**src/hdl/tdw_pkg.sv**
```systemverilog
// ============================================================================
// tdw_pkg: shared types and constants for the display dirty-span writer
// Request codes, sequencer states and display command constants.
// ============================================================================
`default_nettype none

package tdw_pkg;

   // Kinds of input requests.
   typedef enum logic [1:0] {
      REQ_ROW_WORD   = 2'd0,
      REQ_INVALIDATE = 2'd1,
      REQ_COMMIT     = 2'd2,
      REQ_CLEAR      = 2'd3
   } req_kind_type;

   // Sequencer states.
   typedef enum logic [2:0] {
      ST_IDLE,
      ST_CMP_RD,
      ST_CMP_CHK,
      ST_CURSOR,
      ST_DATA,
      ST_CLEAR
   } state_type;

   localparam logic [7:0] CMD_CLEAR     = 8'h01;
   localparam logic [7:0] LONG_WAIT_MAX = 8'h03;
   localparam logic [2:0] CLOSE_WORD    = 3'd7;

   // Cursor base address of each display row.
   function automatic logic [7:0] row_base(input logic [1:0] row);
      logic [7:0] base;
      case (row)
         2'd0:    base = 8'hC0;
         2'd1:    base = 8'hD0;
         2'd2:    base = 8'hC8;
         2'd3:    base = 8'hD8;
         default: base = 8'hC0;
      endcase
      return base;
   endfunction

endpackage

`default_nettype wire

```
**src/hdl/tdw_if.sv**
```systemverilog
// ============================================================================
// tdw_if: request and response channel interfaces
// Valid/ready channels carrying the input words and the display bus bytes.
// ============================================================================
`default_nettype none

interface tdw_req_if;
   logic        valid;
   logic        ready;
   logic [1:0]  req_type;
   logic [1:0]  row;
   logic [2:0]  word_index;
   logic [15:0] char_pair;

   modport source (output valid, output req_type, output row, output word_index,
                   output char_pair, input ready);
   modport sink   (input valid, input req_type, input row, input word_index,
                   input char_pair, output ready);
endinterface

interface tdw_rsp_if;
   logic       valid;
   logic       ready;
   logic       is_data;
   logic [7:0] bus_byte;
   logic       long_wait;
   logic       last_of_run;

   modport source (output valid, output is_data, output bus_byte, output long_wait,
                   output last_of_run, input ready);
   modport sink   (input valid, input is_data, input bus_byte, input long_wait,
                   input last_of_run, output ready);
endinterface

`default_nettype wire

```
**src/hdl/text_display_dirty_span_writer.sv**
```systemverilog
// ============================================================================
// text_display_dirty_span_writer: dirty-span writer for a character display
// Stages one display row word by word, compares it with a shadow copy and
// sends only the changed span (or the whole row) as bus bytes.
// ============================================================================
//
//   channel  | direction | carries
//   ---------+-----------+----------------------------------------------------
//   req_ch   | in        | request kind, row, word index, character pair
//   rsp_ch   | out       | command/data flag, bus byte, long wait, last of run
//
// Row-word, invalidate and commit requests are handled in the idle state; a
// clear also sends one byte. Word 7 of an existing row starts the sequencer:
// with a valid shadow it compares COL_COUNT/2 words (read, then check), then
// sends one byte per cycle (cursor plus up to 16 data bytes) as the output
// register drains. Ready stays low until the last byte is loaded. Synchronous
// reset; per-word valid bits make unwritten shadow words read 0: no clear pass.

`default_nettype none

module text_display_dirty_span_writer #(
   parameter int ROW_COUNT = 4,
   parameter int COL_COUNT = 16
) (
   input  wire logic   clock,
   input  wire logic   reset,
   tdw_req_if.sink     req_ch,
   tdw_rsp_if.source   rsp_ch
);

   // Shadow memory holds one 16-bit word per row position.
   localparam int DEPTH  = ROW_COUNT * 8;
   localparam int ADDR_W = $clog2(DEPTH);
   localparam int NWORDS = COL_COUNT / 2;
   localparam logic [2:0] CMP_LAST = 3'(NWORDS - 1);
   localparam logic [3:0] FULL_END_COL = 4'(COL_COUNT - 1);
   localparam logic [2:0] ROW_LIMIT = 3'(ROW_COUNT);

   tdw_pkg::state_type state_ff, state_in;

   logic [15:0] stage_ff [8];
   logic        shadow_current_ff, shadow_current_in;

   logic [15:0]       shadow_mem [DEPTH];
   logic [DEPTH-1:0]  entry_vld_ff;
   logic [15:0]       rd_data_ff;
   logic              rd_vld_ff;
   logic [ADDR_W-1:0] rd_addr;
   logic [ADDR_W-1:0] wr_addr;
   logic              wr_en;

   logic [1:0] row_ff, row_in;
   logic [2:0] word_ff, word_in;
   logic [2:0] first_ff, first_in;
   logic [2:0] last_ff, last_in;
   logic       any_ff, any_in;
   logic       full_ff, full_in;
   logic [3:0] col_ff, col_in;

   logic       rsp_valid_ff, rsp_valid_in;
   logic       rsp_data_ff, rsp_data_in;
   logic [7:0] rsp_byte_ff, rsp_byte_in;
   logic       rsp_long_ff, rsp_long_in;
   logic       rsp_last_ff, rsp_last_in;

   logic        req_fire;
   logic        slot_free;
   logic        load;
   logic        ld_data;
   logic [7:0]  ld_byte;
   logic        ld_last;
   logic [15:0] cur_word;
   logic [15:0] old_word;
   logic        word_diff;
   logic [3:0]  end_col;

   assign req_ch.ready = (state_ff == tdw_pkg::ST_IDLE);
   assign req_fire     = req_ch.valid && req_ch.ready;
   assign slot_free    = !rsp_valid_ff || rsp_ch.ready;

   assign rsp_ch.valid       = rsp_valid_ff;
   assign rsp_ch.is_data     = rsp_data_ff;
   assign rsp_ch.bus_byte    = rsp_byte_ff;
   assign rsp_ch.long_wait   = rsp_long_ff;
   assign rsp_ch.last_of_run = rsp_last_ff;

   // The shadow port reads the word being compared; the write goes to the word
   // whose low byte is being sent.
   assign rd_addr  = ADDR_W'({row_ff, word_ff});
   assign wr_addr  = ADDR_W'({row_ff, col_ff[3:1]});
   assign cur_word = stage_ff[word_ff];
   assign old_word = rd_vld_ff ? rd_data_ff : 16'h0000;
   assign word_diff = (cur_word != old_word);
   assign end_col  = full_ff ? FULL_END_COL : {last_ff, 1'b1};

   // Next state, sequencer bookkeeping and output loading.
   always_comb begin
      state_in          = state_ff;
      shadow_current_in = shadow_current_ff;
      row_in            = row_ff;
      word_in           = word_ff;
      first_in          = first_ff;
      last_in           = last_ff;
      any_in            = any_ff;
      full_in           = full_ff;
      col_in            = col_ff;
      load              = 1'b0;
      ld_data           = 1'b0;
      ld_byte           = 8'h00;
      ld_last           = 1'b0;
      wr_en             = 1'b0;

      case (state_ff)
         tdw_pkg::ST_IDLE: begin
            if (req_fire) begin
               case (tdw_pkg::req_kind_type'(req_ch.req_type))
                  tdw_pkg::REQ_ROW_WORD: begin
                     // Only the last word of an existing row closes the row.
                     if (req_ch.word_index == tdw_pkg::CLOSE_WORD &&
                         {1'b0, req_ch.row} < ROW_LIMIT) begin
                        row_in = req_ch.row;
                        if (shadow_current_ff) begin
                           word_in  = 3'd0;
                           any_in   = 1'b0;
                           full_in  = 1'b0;
                           state_in = tdw_pkg::ST_CMP_RD;
                        end else begin
                           first_in = 3'd0;
                           full_in  = 1'b1;
                           state_in = tdw_pkg::ST_CURSOR;
                        end
                     end
                  end
                  tdw_pkg::REQ_INVALIDATE: shadow_current_in = 1'b0;
                  tdw_pkg::REQ_COMMIT:     shadow_current_in = 1'b1;
                  tdw_pkg::REQ_CLEAR: begin
                     shadow_current_in = 1'b0;
                     state_in          = tdw_pkg::ST_CLEAR;
                  end
                  default: ;
               endcase
            end
         end
         tdw_pkg::ST_CMP_RD: begin
            state_in = tdw_pkg::ST_CMP_CHK;
         end
         tdw_pkg::ST_CMP_CHK: begin
            if (word_diff) begin
               if (!any_ff) begin
                  first_in = word_ff;
               end
               any_in  = 1'b1;
               last_in = word_ff;
            end
            if (word_ff == CMP_LAST) begin
               // No changed word means nothing goes out.
               state_in = (any_ff || word_diff) ? tdw_pkg::ST_CURSOR : tdw_pkg::ST_IDLE;
            end else begin
               word_in  = word_ff + 3'd1;
               state_in = tdw_pkg::ST_CMP_RD;
            end
         end
         tdw_pkg::ST_CURSOR: begin
            if (slot_free) begin
               load     = 1'b1;
               ld_byte  = tdw_pkg::row_base(row_ff) + {5'b00000, first_ff};
               col_in   = {first_ff, 1'b0};
               state_in = tdw_pkg::ST_DATA;
            end
         end
         tdw_pkg::ST_DATA: begin
            if (slot_free) begin
               load    = 1'b1;
               ld_data = 1'b1;
               ld_byte = col_ff[0] ? stage_ff[col_ff[3:1]][15:8]
                                   : stage_ff[col_ff[3:1]][7:0];
               wr_en   = !col_ff[0];
               if (col_ff == end_col) begin
                  ld_last  = 1'b1;
                  state_in = tdw_pkg::ST_IDLE;
               end else begin
                  col_in = col_ff + 4'd1;
               end
            end
         end
         tdw_pkg::ST_CLEAR: begin
            if (slot_free) begin
               load     = 1'b1;
               ld_byte  = tdw_pkg::CMD_CLEAR;
               ld_last  = 1'b1;
               state_in = tdw_pkg::ST_IDLE;
            end
         end
         default: state_in = tdw_pkg::ST_IDLE;
      endcase

      // Output register: load a new byte or drop the one just taken.
      rsp_valid_in = rsp_valid_ff && !rsp_ch.ready;
      rsp_data_in  = rsp_data_ff;
      rsp_byte_in  = rsp_byte_ff;
      rsp_long_in  = rsp_long_ff;
      rsp_last_in  = rsp_last_ff;
      if (load) begin
         rsp_valid_in = 1'b1;
         rsp_data_in  = ld_data;
         rsp_byte_in  = ld_byte;
         rsp_long_in  = !ld_data && (ld_byte <= tdw_pkg::LONG_WAIT_MAX);
         rsp_last_in  = ld_last;
      end
   end

   always_ff @(posedge clock) begin
      if (reset) begin
         state_ff          <= tdw_pkg::ST_IDLE;
         shadow_current_ff <= 1'b0;
         rsp_valid_ff      <= 1'b0;
         any_ff            <= 1'b0;
         full_ff           <= 1'b0;
      end else begin
         state_ff          <= state_in;
         shadow_current_ff <= shadow_current_in;
         rsp_valid_ff      <= rsp_valid_in;
         any_ff            <= any_in;
         full_ff           <= full_in;
      end
   end

   always_ff @(posedge clock) begin
      row_ff      <= row_in;
      word_ff     <= word_in;
      first_ff    <= first_in;
      last_ff     <= last_in;
      col_ff      <= col_in;
      rsp_data_ff <= rsp_data_in;
      rsp_byte_ff <= rsp_byte_in;
      rsp_long_ff <= rsp_long_in;
      rsp_last_ff <= rsp_last_in;
   end

   // Staging row: every row-word request writes its word, whatever the row.
   always_ff @(posedge clock) begin
      if (reset) begin
         for (int i = 0; i < 8; i++) begin
            stage_ff[i] <= 16'h0000;
         end
      end else if (req_fire &&
                   tdw_pkg::req_kind_type'(req_ch.req_type) == tdw_pkg::REQ_ROW_WORD) begin
         stage_ff[req_ch.word_index] <= req_ch.char_pair;
      end
   end

   // Shadow memory with a registered read port.
   always_ff @(posedge clock) begin
      if (wr_en) begin
         shadow_mem[wr_addr] <= stage_ff[col_ff[3:1]];
      end
      rd_data_ff <= shadow_mem[rd_addr];
   end

   // A word never written reads as zero.
   always_ff @(posedge clock) begin
      if (reset) begin
         entry_vld_ff <= '0;
         rd_vld_ff    <= 1'b0;
      end else begin
         if (wr_en) begin
            entry_vld_ff[wr_addr] <= 1'b1;
         end
         rd_vld_ff <= entry_vld_ff[rd_addr];
      end
   end

endmodule

`default_nettype wire

```
**src/flat_wrapper.sv**
```systemverilog
// flat-port wrapper written by rule: the top's interface ports become plain ports
module text_display_dirty_span_writer_flat 
#(
   parameter int ROW_COUNT = 4,
   parameter int COL_COUNT = 16
)
  (clock, reset, req_ch_valid, req_ch_req_type, req_ch_row, req_ch_word_index, req_ch_char_pair, req_ch_ready, rsp_ch_valid, rsp_ch_is_data, rsp_ch_bus_byte, rsp_ch_long_wait, rsp_ch_last_of_run, rsp_ch_ready);
  tdw_req_if req_ch_i ();
  tdw_rsp_if rsp_ch_i ();
  input  wire logic clock;
  input  wire logic reset;
  input wire logic [$bits(req_ch_i.valid)-1:0] req_ch_valid;
  input wire logic [$bits(req_ch_i.req_type)-1:0] req_ch_req_type;
  input wire logic [$bits(req_ch_i.row)-1:0] req_ch_row;
  input wire logic [$bits(req_ch_i.word_index)-1:0] req_ch_word_index;
  input wire logic [$bits(req_ch_i.char_pair)-1:0] req_ch_char_pair;
  output wire logic [$bits(req_ch_i.ready)-1:0] req_ch_ready;
  output wire logic [$bits(rsp_ch_i.valid)-1:0] rsp_ch_valid;
  output wire logic [$bits(rsp_ch_i.is_data)-1:0] rsp_ch_is_data;
  output wire logic [$bits(rsp_ch_i.bus_byte)-1:0] rsp_ch_bus_byte;
  output wire logic [$bits(rsp_ch_i.long_wait)-1:0] rsp_ch_long_wait;
  output wire logic [$bits(rsp_ch_i.last_of_run)-1:0] rsp_ch_last_of_run;
  input wire logic [$bits(rsp_ch_i.ready)-1:0] rsp_ch_ready;
  assign req_ch_i.valid = req_ch_valid;
  assign req_ch_i.req_type = req_ch_req_type;
  assign req_ch_i.row = req_ch_row;
  assign req_ch_i.word_index = req_ch_word_index;
  assign req_ch_i.char_pair = req_ch_char_pair;
  assign req_ch_ready = req_ch_i.ready;
  assign rsp_ch_valid = rsp_ch_i.valid;
  assign rsp_ch_is_data = rsp_ch_i.is_data;
  assign rsp_ch_bus_byte = rsp_ch_i.bus_byte;
  assign rsp_ch_long_wait = rsp_ch_i.long_wait;
  assign rsp_ch_last_of_run = rsp_ch_i.last_of_run;
  assign rsp_ch_i.ready = rsp_ch_ready;
  text_display_dirty_span_writer #(.ROW_COUNT(ROW_COUNT), .COL_COUNT(COL_COUNT)) u_core (.clock(clock), .reset(reset), .req_ch(req_ch_i), .rsp_ch(rsp_ch_i));
endmodule
```
**config.mk**
```make
export PLATFORM = sky130hd
export DESIGN_NAME = text_display_dirty_span_writer_flat
export DESIGN_NICKNAME = d
export VERILOG_FILES = /design/src/hdl/tdw_pkg.sv /design/src/hdl/tdw_if.sv /design/src/hdl/text_display_dirty_span_writer.sv /design/src/flat_wrapper.sv
export SDC_FILE = /design/constraint.sdc
export NUM_CORES = 1
export LEC_CHECK = 0
export ABC_AREA = 1
export BUFFER_PORTS_ARGS = -buffer_cell sky130_fd_sc_hd__buf_2
export CAP_MARGIN = 10
export CORE_UTILIZATION = 35
export CTS_BUF_LIST = sky130_fd_sc_hd__clkbuf_8 sky130_fd_sc_hd__clkbuf_16
export DETAILED_ROUTE_END_ITERATION = 8
export REMOVE_ABC_BUFFERS = 1
export SYNTH_ARGS = -nofsm -noshare
export SYNTH_HDL_FRONTEND = slang
export SYNTH_SLANG_ARGS = --single-unit
```
**constraint.sdc**
```tcl
create_clock -name clock -period 5.5 [get_ports clock]
set_clock_uncertainty 0.1 [all_clocks]
set_input_delay 1.1 -clock clock [delete_from_list [all_inputs] [get_ports clock]]
set_output_delay 1.1 -clock clock [all_outputs]
set_load 0.01 [all_outputs]
```
==> out/metrics.csv, run 1 <==
metric,value,unit
Worst path max stage delay,0.88,ns
Hold Fails Final Rpt,0,
Rows,108,
Ys Warns,0,
P&R area growth vs syn,13.8,%
crit path kind,reg -> reg,
Pleak,12.2,nW
combinational family with the most area after synthesis,simple AND/OR/NAND/NOR gates,
Bufs on Longest Clock Path,3,
First-pass DRT Iterations,6,
multiplexer area fraction after synthesis,0,%
reg2reg path depth,10,
final worst slack,1.89,ns
CTS tree,yes,
CP top delay family,simple AND/OR/NAND/NOR gates,
fraction of the mapped netlist area in simple logic gates,13.8,%
vias in the first global route,20300,
Inserted Clock Buffers,77,
#FFs+latches synth,728,
CP Cell Sequence,"inv_1, nand3_1, nand3_1, nand2_1, nor2_1, nand2_1, nor2_1, a21oi_1, nor2_1, nor3_1",
Setup crit end kind,flip-flop,
Vias/cell,5.41,
n_diodes,0,
Critical Path Source Type,flip-flop,
layout net count,2794,
share of the synthesized area in the top cell type,65.1,%
first-pass GRT wire length,132000,µm
post-placement worst setup slack,1.78,ns
Iteration-0 DRC Markers,2907,
largest net degree at the start of global routing,215,
period utilisation layout,65.7,%
RSZ-0062 raised after global routing,false,
die width,298,µm
Synth cell types,41,
placer congestion estimate,0.880,
total wire length,89000,µm
Tot GR Track Use,19.8,%
maxcap violations,0,
Hold Crit Class,reg -> reg,
PostCTS Resize Cnt,0,
xor/xnor share of the synthesized area,0.143,%
crit path max fanout,17,
crit path DAT,3.77,ns
die height,298,µm
DR WL/cell,22.4,µm
Post-synth top flop,edfxtp_1,
Relative slew margins,20.6,%
drt drc,0,
share of the yosys chip area belonging to registers,69.1,%
I/O pin cnt,40,
DR vias,21500,
Final Max Tran Viols,0,
"Reg clk slew, reported paths",0.06,ns
dominant cell type by area after synthesis,edfxtp_1,
most common library cells after synthesis,"666 x edfxtp_1, 594 x nor2_1, 339 x o21ai_0",
buffers added on ports,39,
Post-Synth Adder-Cell Area,0.244,%
"EDFF count, synth",666,
Post-Syn Area,0.0307,mm²
most instantiated library cell after synthesis,edfxtp_1,
number of post-CTS setup repair buffers,0,
Worst Tran Pin Value,1.19,ns
grt total ovfl,0,
share of cells above drive strength 1,9.82,%
most frequent CP cell,nor2_1,
Compound-Gate Fraction of Synth Area,11.9,%
Fmax,0.277,GHz
Initial Util,35.4,%
setup TNS,0,ns
H-tree Lvls,3,
number of antenna-violating nets in the routed design,0,
root buffer cell,clkbuf_16,
"top cells by area, synth","edfxtp_1 65%, nor2_1 7.3%, o21ai_0 5.5%",
Post-Syn Instances,2760,
WP data required,5.65,ns
Peak supply drop,349,µV
critical path's slowest cell,dfxtp_1,
hold depth,2,
HPWL Detailed,50700,µm
CTS sink cnt,728,
Final Setup Violations,0,
Crit path depth,10,
initial antenna violation count,11,
Tmin final,3.61,ns
die area,0.0890,mm²
power per cell area,505,mW/mm²
Skew-Pair Late Insertion Delay,0.65,ns
Mapped Avg Cell Area,11.1,µm²
worst path bufs/invs,1,
area of the core,0.0869,mm²
CTS Hold Buffers Added,0,
"Async S/R FF share, synth",0,%
status,completed,
==> path summary, 6_finish.rpt <==
check / from / endpoint / slack (ns)
min reg2reg: u_core.entry_vld_ff[18] / u_core.entry_vld_ff[18] / 0.36
max: flip-flop / u_core.first_ff[0] / 1.89
max reg2reg: flip-flop / u_core.first_ff[0] / 1.89
min: u_core.entry_vld_ff[18] / u_core.entry_vld_ff[18] / 0.36
==> logic make-up after synthesis <==
logic type,count (synthesis)
fa+ha+maj,6
simple gates,1049
compound gates,614
flops,728
buf+inv,358
xor+xnor,5
==> per-layer routing <==
layer | GRT usage (%) | vias up | routed length (µm) | share of wire, %
li1 | - | 9818 | - | -
met1 | 27.3 | 10700 | 37700 | 42
met2 | 31.9 | 904 | 41800 | 47
met3 | 3.04 | 146 | 7160 | 8.0
met4 | 6.18 | 6 | 2310 | 2.6
met5 | 0 | - | 41 | 0.046
==> layout make-up <==
class | instances | area [µm²]
clock inverter | 57 | 616
multi-input combinational | 1674 | 8280
clock buffer | 82 | 2010
fill | 8247 | 51900
tap | 1155 | 1450
timing repair buffer | 95 | 661
inverter | 185 | 704
sequential | 728 | 21200
==> power by group <==
| part | internal [mW] | switching [mW] |
|---|---|---|
| clock network | 3.17 | 2.21 |
| registers | 7.42 | 0.169 |
| logic | 1.02 | 3.67 |
| total | 11.6 | 6.05 |
==> sequential cells by signal, indices dropped and copies added, names as in the netlist, 2 cells and up, named ones only <==
register and count:
u_core.first_ff 3, u_core.entry_vld_ff 32, u_core.stage_ff 128, u_core.row_ff 2, u_core.shadow_mem 512, u_core.word_ff 3, u_core.rd_data_ff 16, u_core.col_ff 4
u_core.state_ff 3, u_core.rsp_ch.bus_byte 8, u_core.last_ff 3
==> per-stage QoR <==
step	hold slack [ns]	total power, mW	utilization, %	std cells	cell area [µm²]
after floorplan	0.335	10.2	-	2587	30000
after global placement	0.345	12.3	37.2	3836	32300
after detailed placement	0.352	12.4	37.2	3836	32300
after CTS	0.368	17.7	40.2	3975	34900
after global routing	0.388	18.3	40.2	3976	35000
final	0.361	17.7	40.2	3976	35000
==> layout by cell type, fill, tap and decap left out, drive strengths merged, types with 3 or more instances in the layout <==
cell type	n
o211ai	43
edfxtp	666
a21oi	51
nor2	602
ha	6
clkinv	28
o221ai	96
xor2	4
nor3	6
a31oi	12
o21a	3
o22ai	44
bufinv	11
nand3	133
o21ai	352
buf	95
clkinvlp	5
dfxtp	62
nand3b	3
nand2	286
a221oi	7
inv	198
nand4	17
clkbuf	82
==> worst register-to-register path, cell delays in order (launching register included) <==
cell and delay [ns]:
dfxtp_1 0.88, inv_1 0.62, nand3_1 0.27, nand3_1 0.09, nand2_1 0.12, nor2_1 0.08
nand2_1 0.07, nor2_1 0.06, a21oi_1 0.48, nor2_1 0.08, nor3_1 0.40
(Power assumes the default switching activity.)
==> inputs of run 2 (changes only) <==
- ABC_AREA: 1 -> 0
- clock period: 5.5 -> 3.3 ns (I/O delays scaled with it)
==> run 2 against run 1 <==
Combinational power decreased by 57%. Hold slack got worse by 0.20 ns. Utilization increased by 0.77 points. Sequential share of layout area increased by 0.078 points. Critical path depth decreased by 1. Global-route usage decreased by 2.5 points. Synthesized area decreased by 2.2%. Cell area decreased by 0.13%.
==> out/metrics.csv, run 2 <==
metric,value,unit,change
Hold Crit Class,in -> reg,,
Pleak,11.6,nW,-5.0%
Initial Util,35.3,%,-0.073 points
most instantiated library cell after synthesis,edfxtp_1,,
share of the yosys chip area belonging to registers,70.7,%,+1.6 points
most frequent cells in the layout,"666 x edfxtp_1, 224 x mux4_2, 132 x and2_1, 101 x buf_4, 73 x clkbuf_16",,
most common library cells after synthesis,"666 x edfxtp_1, 224 x mux4_2, 132 x and2_1",,
Final Max Tran Viols,0,,unchanged
CTS tree,yes,,
maxcap violations,0,,unchanged
P&R area growth vs syn,16.2,%,
first-pass GRT wire length,108000,µm,-18%
hold slack,0.158,ns,-0.203 ns
Bufs on Longest Clock Path,3,,unchanged
"EDFF count, synth",666,,unchanged
drt drc,0,,unchanged
Post-Syn Area,0.0300,mm²,-2.2%
Tmin final,3.11,ns,-0.504 ns
Vias/cell,5.35,,-1.1%
Setup crit end kind,flip-flop,,
buffers added on ports,39,,unchanged
post-placement worst setup slack,0.214,ns,-1.56 ns
DR vias,15600,,-28%
Skew-Pair Late Insertion Delay,0.61,ns,-0.04 ns
worst hold path startpoint,req_ch_row[1],,
Top Registers,"u_core.shadow_mem (512), u_core.stage_ff (128), u_core.entry_vld_ff (32)",,
crit path DAT,3.28,ns,-0.49 ns
share of the synthesized area in the top cell type,66.6,%,+1.5 points
Iteration-0 DRC Markers,1460,,-50%
Post-synth top flop,edfxtp_1,,
die height,295,µm,-1.1%
power per cell area,592,mW/mm²,+17%
Final Setup Violations,0,,unchanged
"Async S/R FF share, synth",0,%,unchanged
number of antenna-violating nets in the routed design,0,,unchanged
Peak supply drop,506,µV,+45%
crit path kind,reg -> reg,,
placer congestion estimate,0.846,,-3.9%
Tot GR Track Use,17.3,%,-2.5 points
RSZ-0062 raised after global routing,false,,
CP Cell Sequence,"buf_12, mux4_2, mux2i_2, xnor2_1, and4bb_2, o22ai_1, nor4_4, buf_4, o22ai_1",,
Rows,107,,-0.93%
"commonest non-fill, non-tap cell in the layout",edfxtp_1,,
root buffer cell,clkbuf_16,,
WP data required,3.47,ns,-2.18 ns
max FFs per register,512,,unchanged
area of the core,0.0851,mm²,-2.0%
Fmax,0.322,GHz,+16%
Mapped Avg Cell Area,19.3,µm²,+74%
Critical Path Source Type,flip-flop,,
Post-Syn Instances,1555,,-44%
number of post-CTS setup repair buffers,0,,unchanged
H-tree Lvls,3,,unchanged
First-pass DRT Iterations,5,,-1
Worst Tran Pin Value,0.988,ns,-0.202 ns
total wire length,74500,µm,-16%
Inserted Clock Buffers,73,,-5.2%
vias in the first global route,15800,,-22%
DR WL/cell,25.6,µm,+14%
critical path's slowest cell,mux4_2,,
Biggest register,u_core.shadow_mem,,
CTS Hold Buffers Added,0,,unchanged
"Reg clk slew, reported paths",0.06,ns,about the same
die width,295,µm,-1.1%
dominant cell type by area after synthesis,edfxtp_1,,
Synth cell types,53,,+29%
period utilisation layout,94.2,%,+29 points
Relative slew margins,34.2,%,+14 points
I/O pin cnt,40,,unchanged
status,completed,,
HPWL Detailed,47000,µm,-7.3%
CTS sink cnt,728,,unchanged
Ys Warns,0,,unchanged
Worst path max stage delay,0.55,ns,-0.33 ns
initial antenna violation count,5,,-6
"top cells by area, synth","edfxtp_1 67%, mux4_2 17%, dfxtp_1 4.1%",,
PostCTS Resize Cnt,0,,unchanged
#FFs+latches synth,728,,unchanged
layout net count,1742,,-38%
most frequent CP cell,o22ai_1,,
grt total ovfl,0,,unchanged
final worst slack,0.192,ns,-1.70 ns
die area,0.0870,mm²,-2.2%
largest net degree at the start of global routing,40,,-81%
Hold Fails Final Rpt,0,,unchanged
share of cells above drive strength 1,34.1,%,+24 points
crit path max fanout,31,,+14
[run 2: cell types whose count changed after synthesis, moves of 35 or more]
cell      before  now
mux4_2         0  224
o211ai_1      43    1
o21ai_0      339   16
inv_1        172   13
a21oi_1       51   16
clkbuf_1     108   57
o22ai_1       44    7
o221ai_1      96    0
nand2_1      279   37
nor2_1       594  103
and2_1         1  132
nand3_1      133    8
mux2_2         0   43
buf_2         53   16
[run 2: final cells by class]
class                   instances  area, µm²
well taps                    1144       1430
repair buffers                164       1430
flip-flops and latches        728      21200
diodes                          2       5.00
multi-input cells             729       8460
clock buffers                  76       1870
fillers                      7577      50200
clock inverters                57        423
inverters                      13       48.8
[run 2: metrics by stage]
step           utilization (%)  cell area (µm²)  instances  TNS [ns]  power [mW]
2_1_floorplan                -            29700       1470   -109.77        12.1
3_3_place_gp              38.3            32600       2778         0        12.8
3_5_place_dp              38.3            32600       2778         0        12.9
4_1_cts                   41.0            34900       2911         0        20.8
5_1_grt                   41.0            34900       2913         0        21.3
6_report                  41.0            34900       2913         0        20.7
[run 2: final timing paths]
path	endpoint	slack (ns)	cells past startpoint
max	u_core.first_ff[2]	0.19	9
min	u_core.row_ff[1]	0.16	1
max reg2reg	u_core.first_ff[2]	0.19	9
min reg2reg	u_core.entry_vld_ff[10]	0.37	2
[run 2: cells by family after synthesis]
kind of cell,after synthesis,synth area share (%)
AND/OR/NAND/NOR,340,6.02
AO/OA/AOI/OAI,77,1.77
multiplexers,295,19.5
buffers and inverters,98,1.46
adder cells (fa/ha/maj),6,0.250
XOR/XNOR,11,0.321
flip-flops,728,70.7
[run 2: layer usage]
metal  share of wire, %  GRT usage (%)  vias to the layer above
met5              0.031              0                        -
met2                 48           27.5                      551
li1                   -              -                     6592
met1                 42           23.7                     8326
met4                3.1           6.61                        4
met3                6.4           2.98                      122
[run 2: report_power, final]
group / switching [mW] / internal (mW) / total [mW]
combinational: 1.19 / 0.812 / 2.00
sequential: 0.131 / 10.5 / 10.7
clock: 3.44 / 4.57 / 8.01
[run 2: critical path, delay by kind of cell, from the launching register on]
kind | cells | cell delay, ns
and+or+nand+nor | 2 | 0.29
buffers and inverters | 2 | 0.44
xor gates and xnor gates | 1 | 0.15
AOI/OAI and AO/OA | 2 | 0.67
DFF | 1 | 0.34
muxes | 2 | 0.78
==> inputs of run 3 (changes only) <==
- CORE_ASPECT_RATIO: default -> 0.6
==> run 3 against run 2 <==
Sequential power is essentially flat. Total power shrank 2.2%. Combinational power is essentially flat. Fmax shrank 2.7%. Clock-buffer cell count shrank 4. Register-to-register slack lost 0.09 ns. Cell area shrank 0.32%. Global-route usage is essentially flat. Critical path depth is the same. Largest cell class unchanged.
==> out/metrics.csv, run 3 (synthesis gave the netlist of run 2 again) <==
metric,value,unit,change
CTS Hold Buffers Added,0,,unchanged
Final Max Tran Viols,0,,unchanged
Pleak,11.4,nW,-1.6%
Top Registers,"u_core.shadow_mem (512), u_core.stage_ff (128), u_core.entry_vld_ff (32)",,
fill count,7359,,-2.9%
Hold Crit Class,in -> reg,,
CTS sink cnt,728,,unchanged
area of the core,0.0842,mm²,-1.1%
"Reg clk slew, reported paths",0.06,ns,about the same
status,completed,,
post-placement worst setup slack,0.176,ns,-0.0382 ns
buffers added on ports,39,,unchanged
Worst Tran Pin Value,0.762,ns,-0.225 ns
First-pass DRT Iterations,5,,unchanged
layout net count,1712,,-1.7%
HPWL Detailed,48100,µm,+2.3%
most frequent cells in the layout,"666 x edfxtp_1, 224 x mux4_2, 132 x and2_1, 71 x nor2_1, 69 x clkbuf_16",,
Final Setup Violations,0,,unchanged
Hold Fails Final Rpt,0,,unchanged
Peak supply drop,333,µV,-34%
final worst slack,0.106,ns,-0.0862 ns
CTS tree,yes,,
critical path's slowest cell,mux4_1,,
setup TNS,0,ns,unchanged
Setup crit end kind,flip-flop,,
DR WL/cell,25.9,µm,+1.4%
Biggest register,u_core.shadow_mem,,
Inserted Clock Buffers,66,,-9.6%
initial antenna violation count,2,,-3
maxcap violations,0,,unchanged
Vias/cell,5.43,,+1.4%
Critical Path Source Type,flip-flop,,
share of cells above drive strength 1,32.7,%,-1.4 points
final instance area,0.0348,mm²,-0.32%
"commonest non-fill, non-tap cell in the layout",edfxtp_1,,
root buffer cell,clkbuf_16,,
grt total ovfl,0,,unchanged
period utilisation layout,96.8,%,+2.6 points
crit path max fanout,28,,-9.7%
first-pass GRT wire length,111000,µm,+2.6%
max FFs per register,512,,unchanged
P&R area growth vs syn,15.8,%,
CP Cell Sequence,"buf_12, mux4_1, mux2i_2, xnor2_1, and4bb_1, o22ai_1, nor4_4, buf_4, o22ai_1",,
vias in the first global route,16000,,+1.2%
RSZ-0062 raised after global routing,false,,
PostCTS Resize Cnt,0,,unchanged
die height,229,µm,-22%
drt drc,0,,unchanged
Worst path max stage delay,0.60,ns,+0.05 ns
total wire length,74200,µm,-0.38%
hold slack,0.153,ns,-0.00474 ns
crit path kind,reg -> reg,,
die area,0.0870,mm²,about the same
n_diodes,0,,-2
I/O pin cnt,40,,unchanged
Skew-Pair Late Insertion Delay,0.60,ns,about the same
number of antenna-violating nets in the routed design,0,,unchanged
Tmin final,3.19,ns,+0.0862 ns
post-route insts no fill,2861,,-1.8%
WP data required,3.46,ns,about the same
most frequent CP cell,o22ai_1,,
Initial Util,35.7,%,+0.38 points
H-tree Lvls,3,,unchanged
Rows,82,,-23%
placer congestion estimate,0.865,,+2.2%
Inst Count DP,2745,,-1.2%
number of post-CTS setup repair buffers,0,,unchanged
largest net degree at the start of global routing,44,,+10%
Tot Pwr,20.2,mW,-2.2%
Finished Core Util,41.3,%,+0.31 points
DR vias,15500,,-0.38%
Bufs on Longest Clock Path,3,,unchanged
Relative slew margins,49.1,%,+15 points
power per cell area,581,mW/mm²,-1.9%
die width,380,µm,+29%
Tot GR Track Use,17.3,%,+0.036 points
Fmax,0.313,GHz,-2.7%
crit path DAT,3.36,ns,+0.08 ns
Placed Instance Area,0.0327,mm²,+0.24%
Iteration-0 DRC Markers,1846,,+26%
run 3: changes by cell type in the layout (fill, tap and decap cells not counted), sizes merged:
cell      change
diode         -2
clkinvlp      -1
clkbuf        -4
bufinv        -1
buf          -23
inv           -3
clkinv        -8
run 3: per-layer routing:
| metal | track usage [%] | share of wire [%] | vias to the layer above |
|---|---|---|---|
| li1 | - | - | 6521 |
| met1 | 28.1 | 49 | 8359 |
| met2 | 23.7 | 42 | 564 |
| met3 | 3.64 | 7.9 | 87 |
| met4 | 2.89 | 1.3 | 4 |
| met5 | 0 | 0.040 | - |
run 3: critical path: cells and delay by family, from the launching register on:
kind | cells | cell delay, ns
muxes | 2 | 0.85
AOI/OAI and AO/OA | 2 | 0.65
buffers and inverters | 2 | 0.44
DFF | 1 | 0.34
and+or+nand+nor | 2 | 0.30
xor gates and xnor gates | 1 | 0.15
run 3: final timing paths:
path	cells after the start	from	slack [ns]	end
worst max-delay path	9	flip-flop	0.11	u_core.first_ff[1]
worst min-delay path	1	req_ch_row[1]	0.15	u_core.row_ff[1]
worst max register to register	9	flip-flop	0.11	u_core.first_ff[1]
worst min register to register	2	u_core.entry_vld_ff[20]	0.37	u_core.entry_vld_ff[20]
run 3: layout make-up:
| class | count | area [µm²] | share of cell area, % |
|---|---|---|---|
| sequential | 728 | 21200 | 61.0 |
| timing repair buffer | 141 | 1520 | 4.38 |
| clock inverter | 44 | 332 | 0.953 |
| multi-input combinational | 729 | 8460 | 24.3 |
| inverter | 13 | 48.8 | 0.140 |
| clock buffer | 72 | 1770 | 5.08 |
| tap | 1134 | 1420 | 4.08 |
run 3: power breakdown:
group          total, mW  switching (mW)  internal (mW)
Clock               7.58            3.33           4.25
Combinational       2.00            1.21          0.798
Sequential          10.6           0.117           10.5
